<file path="src/rtl/sss_pkg.sv">
// shared types, codes and defaults of the segmented stack set
// no dependencies; used by every rtl module through scoped names
package sss_pkg;

  // default sizes
  localparam int MAX_STACKS_DEF   = 16;
  localparam int MAX_CAPACITY_DEF = 16;
  localparam int DATA_WIDTH_DEF   = 32;

  // capacity register
  localparam int CFG_W = 5;
  localparam logic [CFG_W-1:0] CAP_RESET = 5'd16;

  // opcodes
  localparam logic [1:0] OP_PUSH  = 2'd0;
  localparam logic [1:0] OP_POP   = 2'd1;
  localparam logic [1:0] OP_POPAT = 2'd2;

  // status codes
  localparam logic [1:0] ST_OK        = 2'd0;
  localparam logic [1:0] ST_OVERFLOW  = 2'd1;
  localparam logic [1:0] ST_UNDERFLOW = 2'd2;
  localparam logic [1:0] ST_BADINDEX  = 2'd3;

  typedef struct packed {
    logic [1:0]         opcode;
    logic signed [31:0] push_value;
    logic [3:0]         stack_index;
  } in_item_t;

  typedef struct packed {
    logic signed [31:0] popped_value;
    logic [1:0]         status;
    logic [4:0]         stack_count;
    logic signed [31:0] top_value;
    logic               top_valid;
  } out_item_t;

  typedef enum logic [2:0] {
    S_IDLE,
    S_EXEC,
    S_DROP,
    S_TOP,
    S_DONE
  } ctrl_state_t;

  // commands from controller to datapath
  typedef struct packed {
    logic       take;
    logic       sel_idx;
    logic       push_new;
    logic       push_app;
    logic       drop;
    logic       pop;
    logic       set_status;
    logic [1:0] status;
    logic       top_rd;
    logic       load_out;
  } dp_cmd_t;

  // flags from datapath to controller
  typedef struct packed {
    logic [1:0] op;
    logic       cnt_zero;
    logic       cnt_full;
    logic       fill_zero;
    logic       fill_ge_cap;
    logic       idx_bad;
    logic       idx_zero;
    logic       out_free;
  } dp_stat_t;

endpackage

</file>
<file path="src/rtl/sss_ctrl.sv">
// sequencing state machine of the segmented stack set
// depends on sss_pkg; drives sss_dp through dp_cmd_t, reads dp_stat_t
module sss_ctrl (
  input  logic               clk,
  input  logic               rst_n,
  input  logic               in_valid,
  output logic               in_stall,
  input  sss_pkg::dp_stat_t  stat,
  output sss_pkg::dp_cmd_t   cmd
);

  sss_pkg::ctrl_state_t state_r, state_nxt;

  // state register
  always_ff @(posedge clk) begin
    if (!rst_n) begin
      state_r <= sss_pkg::S_IDLE;
    end else begin
      state_r <= state_nxt;
    end
  end

  // next state and commands
  always_comb begin
    state_nxt = state_r;
    cmd       = '0;
    in_stall  = 1'b1;
    case (state_r)
      sss_pkg::S_IDLE: begin
        in_stall = 1'b0;
        if (in_valid) begin
          cmd.take  = 1'b1;
          state_nxt = sss_pkg::S_EXEC;
        end
      end
      sss_pkg::S_EXEC: begin
        state_nxt = sss_pkg::S_TOP;
        case (stat.op)
          sss_pkg::OP_PUSH: begin
            if (stat.cnt_zero || stat.fill_ge_cap) begin
              if (stat.cnt_full) begin
                cmd.set_status = 1'b1;
                cmd.status     = sss_pkg::ST_OVERFLOW;
              end else begin
                cmd.push_new = 1'b1;
              end
            end else begin
              cmd.push_app = 1'b1;
            end
          end
          sss_pkg::OP_POP: begin
            if (stat.cnt_zero) begin
              cmd.set_status = 1'b1;
              cmd.status     = sss_pkg::ST_UNDERFLOW;
            end else if (stat.fill_zero) begin
              // last sub-stack empty: drop it, retry on the one before
              cmd.drop  = 1'b1;
              state_nxt = sss_pkg::S_DROP;
            end else begin
              cmd.pop = 1'b1;
            end
          end
          sss_pkg::OP_POPAT: begin
            cmd.sel_idx = 1'b1;
            if (stat.idx_bad) begin
              cmd.set_status = 1'b1;
              cmd.status     = sss_pkg::ST_BADINDEX;
            end else if (stat.idx_zero) begin
              cmd.set_status = 1'b1;
              cmd.status     = sss_pkg::ST_UNDERFLOW;
            end else begin
              cmd.pop = 1'b1;
            end
          end
          default: begin
          end
        endcase
      end
      sss_pkg::S_DROP: begin
        state_nxt = sss_pkg::S_TOP;
        if (stat.cnt_zero || stat.fill_zero) begin
          cmd.set_status = 1'b1;
          cmd.status     = sss_pkg::ST_UNDERFLOW;
        end else begin
          cmd.pop = 1'b1;
        end
      end
      sss_pkg::S_TOP: begin
        cmd.top_rd = 1'b1;
        state_nxt  = sss_pkg::S_DONE;
      end
      sss_pkg::S_DONE: begin
        // result leaves once the output register is free; next item may enter
        if (stat.out_free) begin
          cmd.load_out = 1'b1;
          in_stall     = 1'b0;
          if (in_valid) begin
            cmd.take  = 1'b1;
            state_nxt = sss_pkg::S_EXEC;
          end else begin
            state_nxt = sss_pkg::S_IDLE;
          end
        end
      end
      default: begin
        state_nxt = sss_pkg::S_IDLE;
      end
    endcase
  end

endmodule

</file>
<file path="config.mk">
export PLATFORM = sky130hd
export DESIGN_NAME = sss_ctrl
export DESIGN_NICKNAME = d
export VERILOG_FILES = /design/src/rtl/sss_pkg.sv /design/src/rtl/sss_ctrl.sv
export SDC_FILE = /design/constraint.sdc
export NUM_CORES = 1
export LEC_CHECK = 0
export BUFFER_PORTS_ARGS = -buffer_cell sky130_fd_sc_hd__buf_4
export CORE_MARGIN = 2
export CORE_UTILIZATION = 30
export CTS_CLUSTER_DIAMETER = 50
export DETAILED_ROUTE_END_ITERATION = 10
export GPL_TIMING_DRIVEN = 0
export SYNTH_ARGS = -nofsm -noshare
export SYNTH_HDL_FRONTEND = slang
export SYNTH_SLANG_ARGS = --single-unit
</file>
<file path="constraint.sdc">
create_clock -name clk -period 2 [get_ports clk]
set_input_delay 0.1 -clock clk [delete_from_list [all_inputs] [get_ports clk]]
set_output_delay 0.1 -clock clk [all_outputs]
set_load 0.05 [all_outputs]
</file>
## Word level (Yosys, flattened, before mapping)

Index checks and enable logic that the tools add are counted.
Widths: inputs -> output; s select.

| cells by class | value |
|---|---|
| eq/ne operators | 8 |
| mux-type cells | 37 |
| reduce and logical (&&, ||, !) cells | 5 |

Operator list:

| operator | number |
|---|---|
| $mux 3 | 8 |
| $mux 1 | 20 |
| $pmux 3 s5 | 1 |
| $pmux 3 s3 | 1 |
| $pmux 4 s2 | 1 |
| $eq 3x2->1 const B | 2 |
| $pmux 1 s2 | 3 |
| $mux 2 | 2 |
| $mux 4 | 1 |
| $ne 2x2->1 const B | 2 |
| $eq 3x1->1 const B | 1 |
| $eq 3x3->1 const B | 1 |
| $logic_not 3->1 | 1 |
| $eq 2x1->1 const B | 1 |
| $eq 2x2->1 const B | 1 |
| $logic_not 2->1 | 1 |
| $logic_or 1x1->1 | 2 |
| $reduce_and 2->1 | 1 |

| storage, ports and cells | value |
|---|---|
| bits in registers | 3 |
| bits of input ports | 12 |
| output and inout port bits | 12 |
| logic and storage cells | 51 |

## Depth between registers and ports, before layout

Gate-level depths: netlist (run 1).

| depth | value |
|---|---|
| word-level depth | 4 |
| depth in mapped cells | 5 |
| gate-level depth less buffers | 5 |

## Least setup slack after synthesis (run 1)

No wires, ideal clock.

| timing | value |
|---|---|
| path kind | register -> output |
| start point | register state_r[0] |
| end point | output port cmd[6] (netlist bit) |
| arrival | 2,037 ps |
| data required time | 1,900 ps |
| path slack | -137 ps |
| stages on the path, launching flop included | 4 |
| path buffers | 1 |
| cells stage by stage | dfxtp_1 -> buf_4 -> inv_1 -> nor4_1 |

RTL lines:

| what | line | text |
|---|---|---|
| from (decl) | sss_ctrl.sv:12 | `sss_pkg::ctrl_state_t state_r, state_nxt;` |
| from (signal assigned) | sss_ctrl.sv:17 | `state_r <= sss_pkg::S_IDLE;` |
| from (signal assigned) | sss_ctrl.sv:19 | `state_r <= state_nxt;` |
| to (decl) | sss_ctrl.sv:9 | `output sss_pkg::dp_cmd_t cmd` |

==> impl_metrics.json, run 1 <==
{
  "top_regs": "state_r: 3 flops",
  "wl_um": 1040,
  "finalMaxSlewViolations": 0,
  "coreArea_sq_um": 1280,
  "cellPowerDensity_nw_per_um2": 788,
  "cts_buffers": 3,
  "synth_area_leaders": "ha_1 (15%), dfxtp_1 (15%), nor2_1 (6.5%), nand3b_1 (5.6%), nor3_1 (5.0%)",
  "vias_per_cell": 4.86,
  "internal_power_w": 0.000256,
  "drtIter0Drc": 16,
  "finalCritPeriodShare_pct": 78.1,
  "ys_ff_latch": 3,
  "worstSkewPairLatency_ns": 0.24,
  "reg2reg_slack_ns": 0.92,
  "core.rowCount": 13,
  "fin_nets": 100,
  "critical_path.top_delay_family": "buffers and inverters",
  "status": "finished clean",
  "h-tree-depth": 1,
  "dpl.hpwl_um": 844,
  "die-width_um": 40.7,
  "syn-cell-area_sq_um": 404,
  "routabilityCongestion": 0.758,
  "p_seq_share_pct": 15.8,
  "setup_viol": 0,
  "critPathRequiredTime_ns": 1.90,
  "cp-end-kind": "output port",
  "final_common_cell": "buf_4",
  "area_growth_pct": 55.4,
  "overflow": 0,
  "clk_pin_slew_ns": 0.04,
  "clockBufferDepth": 2,
  "grt_max_degree": 11,
  "crit_start": "state_r[1]$_SDFFE_PN0P_",
  "synth_top_area_cell": "ha_1",
  "synth_seq_area_share_pct": 14.9,
  "hold_start": "rst_n",
  "vias": 471,
  "clock_power_share_pct": 22.4,
  "final_cell_mix": "buf_4 (25), nor2_1 (7), ha_1 (5), nor3_1 (4)",
  "slowest_stage": "dfxtp_1",
  "r2r_cells": 4,
  "wl_per_cell_um": 10.8,
  "cts_resized": 0,
  "start_util_pct": 31.5,
  "combPwrFrac_pct": 61.7,
  "hold_path_end": "state_r[2]$_SDFFE_PN0P_",
  "cp_cell_sequence": "buf_4, nor2_2, nand3b_1, o21ai_0, buf_4",
  "synthDistinctLibCells": 26,
  "synth_top_area_share_pct": 15.5,
  "diodes": 0,
  "grt_pass1_vias": 351,
  "fin_setup_tns_ns": 0,
  "fin_crit_ns": 1.56,
  "yosysWarnings": 0,
  "portBuffers": 23,
  "synth_fp_nets": 72,
  "hold_path_class": "input pin to flop",
  "grt_pass1_wl_um": 1470,
  "largest_reg_flops": 3,
  "switching_share_pct": 48.3,
  "die_y_um": 40.7,
  "regMostFlops": "state_r",
  "critPathBufInv": 2,
  "dr.pass1.iters": 4,
  "switching_power_w": 0.000239,
  "crit_top_cell": "buf_4",
  "crit_type": "flop to output port",
  "cts_setup_buffers": 0,
  "dieArea_sq_um": 1660,
  "final-hold-violation-count": 0,
  "cp.arrival_ns": 1.46,
  "relSlewSlack_pct": 81.3,
  "clock-sinks": 3,
  "cts_hold_buffers": 0,
  "grt_setup_unrepaired": "false",
  "r2r-start": "state_r[1]$_SDFFE_PN0P_",
  "slowest_delay_ns": 0.29,
  "p_leak_nw": 0.308,
  "final_util_pct": 48.9,
  "antenna_found_initial": 0,
  "crit_fanout": 8,
  "ant_nets": 0,
  "worst_setup_path_start_kind": "flop",
  "clock_skew_ns": 0.00281,
  "drc": 0,
  "fmax_ghz": 0.640,
  "postPlaceCellArea_sq_um": 602,
  "cap_violations": 0,
  "io-pin-count": 24,
  "drive_above_1_share_pct": 39.0,
  "finalInstanceArea_sq_um": 628,
  "r2r-end": "state_r[0]$_SDFFE_PN0P_",
  "syn_inst": 55,
  "ir_worst_vdd_mv": 0.349,
  "min_path_cells": 2,
  "worst_pin_slew_ns": 0.280,
  "clockRootBuffer": "clkbuf_4",
  "track_usage_pct": 14.4,
  "avgSynthCellArea_sq_um": 7.35,
  "cts_tree": "built"
}
final cells by class:
class / count / area [sq um]
inverters: 3 / 11.3
well taps: 15 / 18.8
flip-flops and latches: 3 / 60.1
fillers: 130 / 657
plain buffers: 2 / 15.0
multi-input cells: 47 / 324
repair buffers: 23 / 173
clock buffers: 4 / 26.3
worst register-to-register path, delay by kind of cell, from the launching register on:
kind	cells	cell delay (ns)
AND/OR/NAND/NOR	2	0.30
AO/OA/AOI/OAI	1	0.21
flip-flops	1	0.30
buffers and inverters	1	0.17
logic make-up after synthesis:
group / Yosys count / synth area share, %
and+or+nand+nor: 30 / 42.7
AOI/OAI and AO/OA: 11 / 18.3
buffers and inverters: 5 / 6.50
adders and majority gates: 5 / 15.5
DFF: 3 / 14.9
xor gates and xnor gates: 1 / 2.17
metal layers:
| layer | track usage (%) | part of all wire (%) |
|---|---|---|
| met1 | 19.3 | 48 |
| met3 | 8.15 | 3.7 |
| met5 | 0 | 0 |
| met4 | 5.00 | 0 |
| met2 | 18.7 | 48 |
synth_stat cells (all sizes together):
cell type,n
and3,3
inv,3
o211a,1
or3,1
o211ai,1
nand3,2
a211o,1
a21oi,2
dfxtp,3
and3b,1
nand3b,3
xnor2,1
nand2b,2
nor4,1
o21a,2
o21ai,3
nor2,8
nor3b,2
nor3,4
nand2,3
ha,5
buf,2
a22oi,1
power groups by stage:
stage / sequential (W) / clock, W / combinational (W)
after global placement: 0.0000793 / 0 / 0.000305
after detailed placement: 0.0000793 / 0 / 0.000306
final: 0.0000783 / 0.000111 / 0.000305
after floorplan: 0.0000777 / 0 / 0.000221
after CTS: 0.0000787 / 0.000116 / 0.000306
after global routing: 0.0000809 / 0.000122 / 0.000328
stage by stage:
stage / cells / total power, W / hold slack [ns] / setup slack (ns)
4_1_cts: 97 / 0.000500 / 0.0775 / 0.426
6_report: 97 / 0.000495 / 0.0839 / 0.438
5_1_grt: 97 / 0.000531 / 0.0775 / 0.313
3_3_place_gp: 93 / 0.000384 / 0.328 / 0.666
3_5_place_dp: 93 / 0.000385 / 0.330 / 0.687
2_1_floorplan: 55 / 0.000298 / 0.218 / 0.0662
worst max path at each step:
stage / cells past startpoint / slack [ns] / to
floorplan: 4 / 0.07 / cmd[3]
global placement: 5 / 0.67 / cmd[3]
detailed placement: 5 / 0.69 / cmd[4]
CTS: 5 / 0.43 / cmd[4]
global route: 5 / 0.31 / cmd[3]
finish: 5 / 0.44 / cmd[4]
No activity file was read; power rests on OpenSTA's default activity.
==> run 2: changes to the inputs <==
--- a/config.mk
+++ b/config.mk
@@ -5,6 +5,7 @@
 export SDC_FILE = /design/constraint.sdc
 export NUM_CORES = 1
 export LEC_CHECK = 0
+export ABC_AREA = 1
 export BUFFER_PORTS_ARGS = -buffer_cell sky130_fd_sc_hd__buf_4
 export CORE_MARGIN = 2
 export CORE_UTILIZATION = 30
==> constraint.sdc (replaced) <==
create_clock -name clk -period 1.5 [get_ports clk]
set_input_delay 0.075 -clock clk [delete_from_list [all_inputs] [get_ports clk]]
set_output_delay 0.075 -clock clk [all_outputs]
set_load 0.05 [all_outputs]
==> impl_metrics.json, run 2 <==
{
  "status": "finished clean",
  "hold_path_class": "input pin to flop",
  "worst_pin_slew_ns": 0.236,
  "finalCritPeriodShare_pct": 93.5,
  "cp.arrival_ns": 1.33,
  "relSlewSlack_pct": 84.2,
  "portBuffers": 23,
  "clockBufferDepth": 2,
  "vias": 481,
  "async_flop_share_pct": 0,
  "wl_um": 964,
  "ys_ff_latch": 3,
  "synth_top_area_share_pct": 17.3,
  "multi_input_area_sq_um": 308,
  "cts_buffers": 3,
  "crit_type": "flop to output port",
  "fin_setup_tns_ns": 0,
  "cts_tree": "built",
  "fmax_ghz": 0.713,
  "worstSkewPairLatency_ns": 0.23,
  "h-tree-depth": 1,
  "top_regs": "state_r: 3 flops",
  "regMostFlops": "state_r",
  "synth_top_family_by_area": "simple AND/OR/NAND/NOR gates",
  "clk_pin_slew_ns": 0.04,
  "num-fill-cells": 154,
  "fin_cells": 112,
  "overflow": 0,
  "hold_path_end": "state_r[0]$_SDFFE_PN0P_",
  "grt_pass1_wl_um": 1460,
  "clock-sinks": 3,
  "cap_violations": 0,
  "yosys.area_share.simple_pct": 52.7,
  "finalInstanceArea_sq_um": 639,
  "dr.pass1.iters": 4,
  "die_y_um": 41.1,
  "area_growth_pct": 54.8,
  "cts_hold_buffers": 0,
  "track_usage_pct": 13.1,
  "drc": 0,
  "setup_viol": 0,
  "dpl.hpwl_um": 852,
  "synth_area_leaders": "nand2_1 (17%), ha_1 (15%), dfxtp_1 (15%), inv_1 (11%), nand3_1 (8.5%)",
  "postPlaceCellArea_sq_um": 612,
  "ys.flop_type": "dfxtp_1",
  "vias_per_cell": 4.29,
  "grt_setup_unrepaired": "false",
  "muxShareOfSynthArea_pct": 0,
  "diodes": 0,
  "final_cell_mix": "buf_4 (23), nand2_1 (19), inv_1 (12), nand3_1 (7), nor2_1 (7)",
  "synthDistinctLibCells": 16,
  "routabilityCongestion": 0.718,
  "worst_setup_path_start_kind": "flop",
  "grt_pass1_vias": 392,
  "ir_worst_vdd_mv": 0.434,
  "synth_most_common_cell": "nand2_1",
  "synth_top_area_cell": "nand2_1",
  "grt_max_degree": 9,
  "drive_above_1_share_pct": 36.1,
  "largest_reg_flops": 3,
  "synth_common_cells": "nand2_1 (19), inv_1 (12), nor2_1 (8)",
  "finalMaxSlewViolations": 0,
  "drtIter0Drc": 8,
  "placed_cells": 108,
  "ant_nets": 0,
  "syn_inst": 70,
  "synth_compound_area_share_pct": 4.85,
  "min_path_cells": 3,
  "cellPowerDensity_nw_per_um2": 870,
  "cp-end-kind": "output port",
  "p_leak_nw": 0.382,
  "synth_seq_area_share_pct": 14.5,
  "antenna_found_initial": 0,
  "critPathRequiredTime_ns": 1.42,
  "avgSynthCellArea_sq_um": 5.90,
  "synth_edf_count": 0,
  "reg2reg_slack_ns": 0.54,
  "fin_crit_ns": 1.40,
  "die-width_um": 41.1,
  "core.rowCount": 13,
  "r2r-end": "state_r[0]$_SDFFE_PN0P_",
  "synthAdderAreaFrac_pct": 15.2,
  "hold_start": "rst_n",
  "start_util_pct": 31.7,
  "crit_fanout": 3,
  "r2r_cells": 5,
  "yosysWarnings": 0,
  "coreArea_sq_um": 1300,
  "io-pin-count": 24,
  "synth_fp_nets": 87,
  "clockRootBuffer": "clkbuf_4",
  "r2r-start": "state_r[2]$_SDFFE_PN0P_",
  "final-hold-violation-count": 0,
  "wl_per_cell_um": 8.61,
  "final_common_cell": "buf_4",
  "syn-cell-area_sq_um": 413,
  "seqCellArea_sq_um": 61.3,
  "fin_nets": 115,
  "synth_xor_xnor_area_share_pct": 0,
  "clock_skew_ns": 0.00248,
  "dieArea_sq_um": 1690
}
run 2: stage by stage:
| step | utilization (%) | worst slack [ns] | total power, W | hold slack, ns |
|---|---|---|---|---|
| 6_report | 49.1 | 0.0976 | 0.000556 | 0.0872 |
| 4_1_cts | 49.0 | 0.0762 | 0.000567 | 0.0931 |
| 2_1_floorplan | - | -0.207 | 0.000323 | 0.195 |
| 5_1_grt | 49.1 | 0.00587 | 0.000594 | 0.112 |
| 3_3_place_gp | 47.0 | 0.322 | 0.000418 | 0.311 |
| 3_5_place_dp | 47.0 | 0.334 | 0.000418 | 0.341 |
run 2: what timing repair did:
item,CTS,global route
setup buffers,0,0
endpoints found under the setup margin,0,1
resized for setup,0,1
run 2: worst max-delay path: stages (launching register included):
cell	delay, ns
dfxtp_1	0.37
inv_2	0.07
nor3_2	0.19
o21ai_0	0.16
nand3_1	0.11
buf_4	0.19
run 2: worst max path at each step:
| stage | startpoint | end | slack (ns) | cells after the start |
|---|---|---|---|---|
| 2_1_floorplan | state_r[0]$_SDFFE_PN0P_ | cmd[6] | -0.21 | 2 |
| 3_3_place_gp | state_r[1]$_SDFFE_PN0P_ | cmd[4] | 0.32 | 5 |
| 3_5_place_dp | state_r[0]$_SDFFE_PN0P_ | cmd[4] | 0.33 | 5 |
| 4_1_cts | state_r[0]$_SDFFE_PN0P_ | cmd[4] | 0.08 | 5 |
| 5_1_grt | state_r[2]$_SDFFE_PN0P_ | cmd[2] | 0.006 | 6 |
| 6_report | state_r[1]$_SDFFE_PN0P_ | cmd[4] | 0.1 | 5 |
run 2: cell families after synthesis:
group / Yosys count
AOI/OAI and AO/OA: 4
buffers and inverters: 14
adders and majority gates: 5
and+or+nand+nor: 44
DFF: 3
run 2: per-layer routing:
layer	GRT usage, %	vias to the layer above	routed length (um)
met2	20.3	9	478
met4	9.68	0	16
met5	0	-	0
met3	0	2	35
met1	17.3	198	434
li1	-	272	-
run 2: cell type report:
| type | instances | share of cell area (%) |
|---|---|---|
| sequential | 3 | 9.59 |
| clock buffer | 4 | 4.11 |
| inverter | 14 | 8.22 |
| multi-input combinational | 53 | 48.1 |
| tap | 15 | 2.94 |
| timing repair buffer | 23 | 27.0 |
run 2: where the power goes:
part / total [W] / internal [W] / switching, W
logic: 0.000307 / 0.000103 / 0.000204
registers: 0.000108 / 0.0000921 / 0.0000160
clock network: 0.000141 / 0.0000997 / 0.0000417
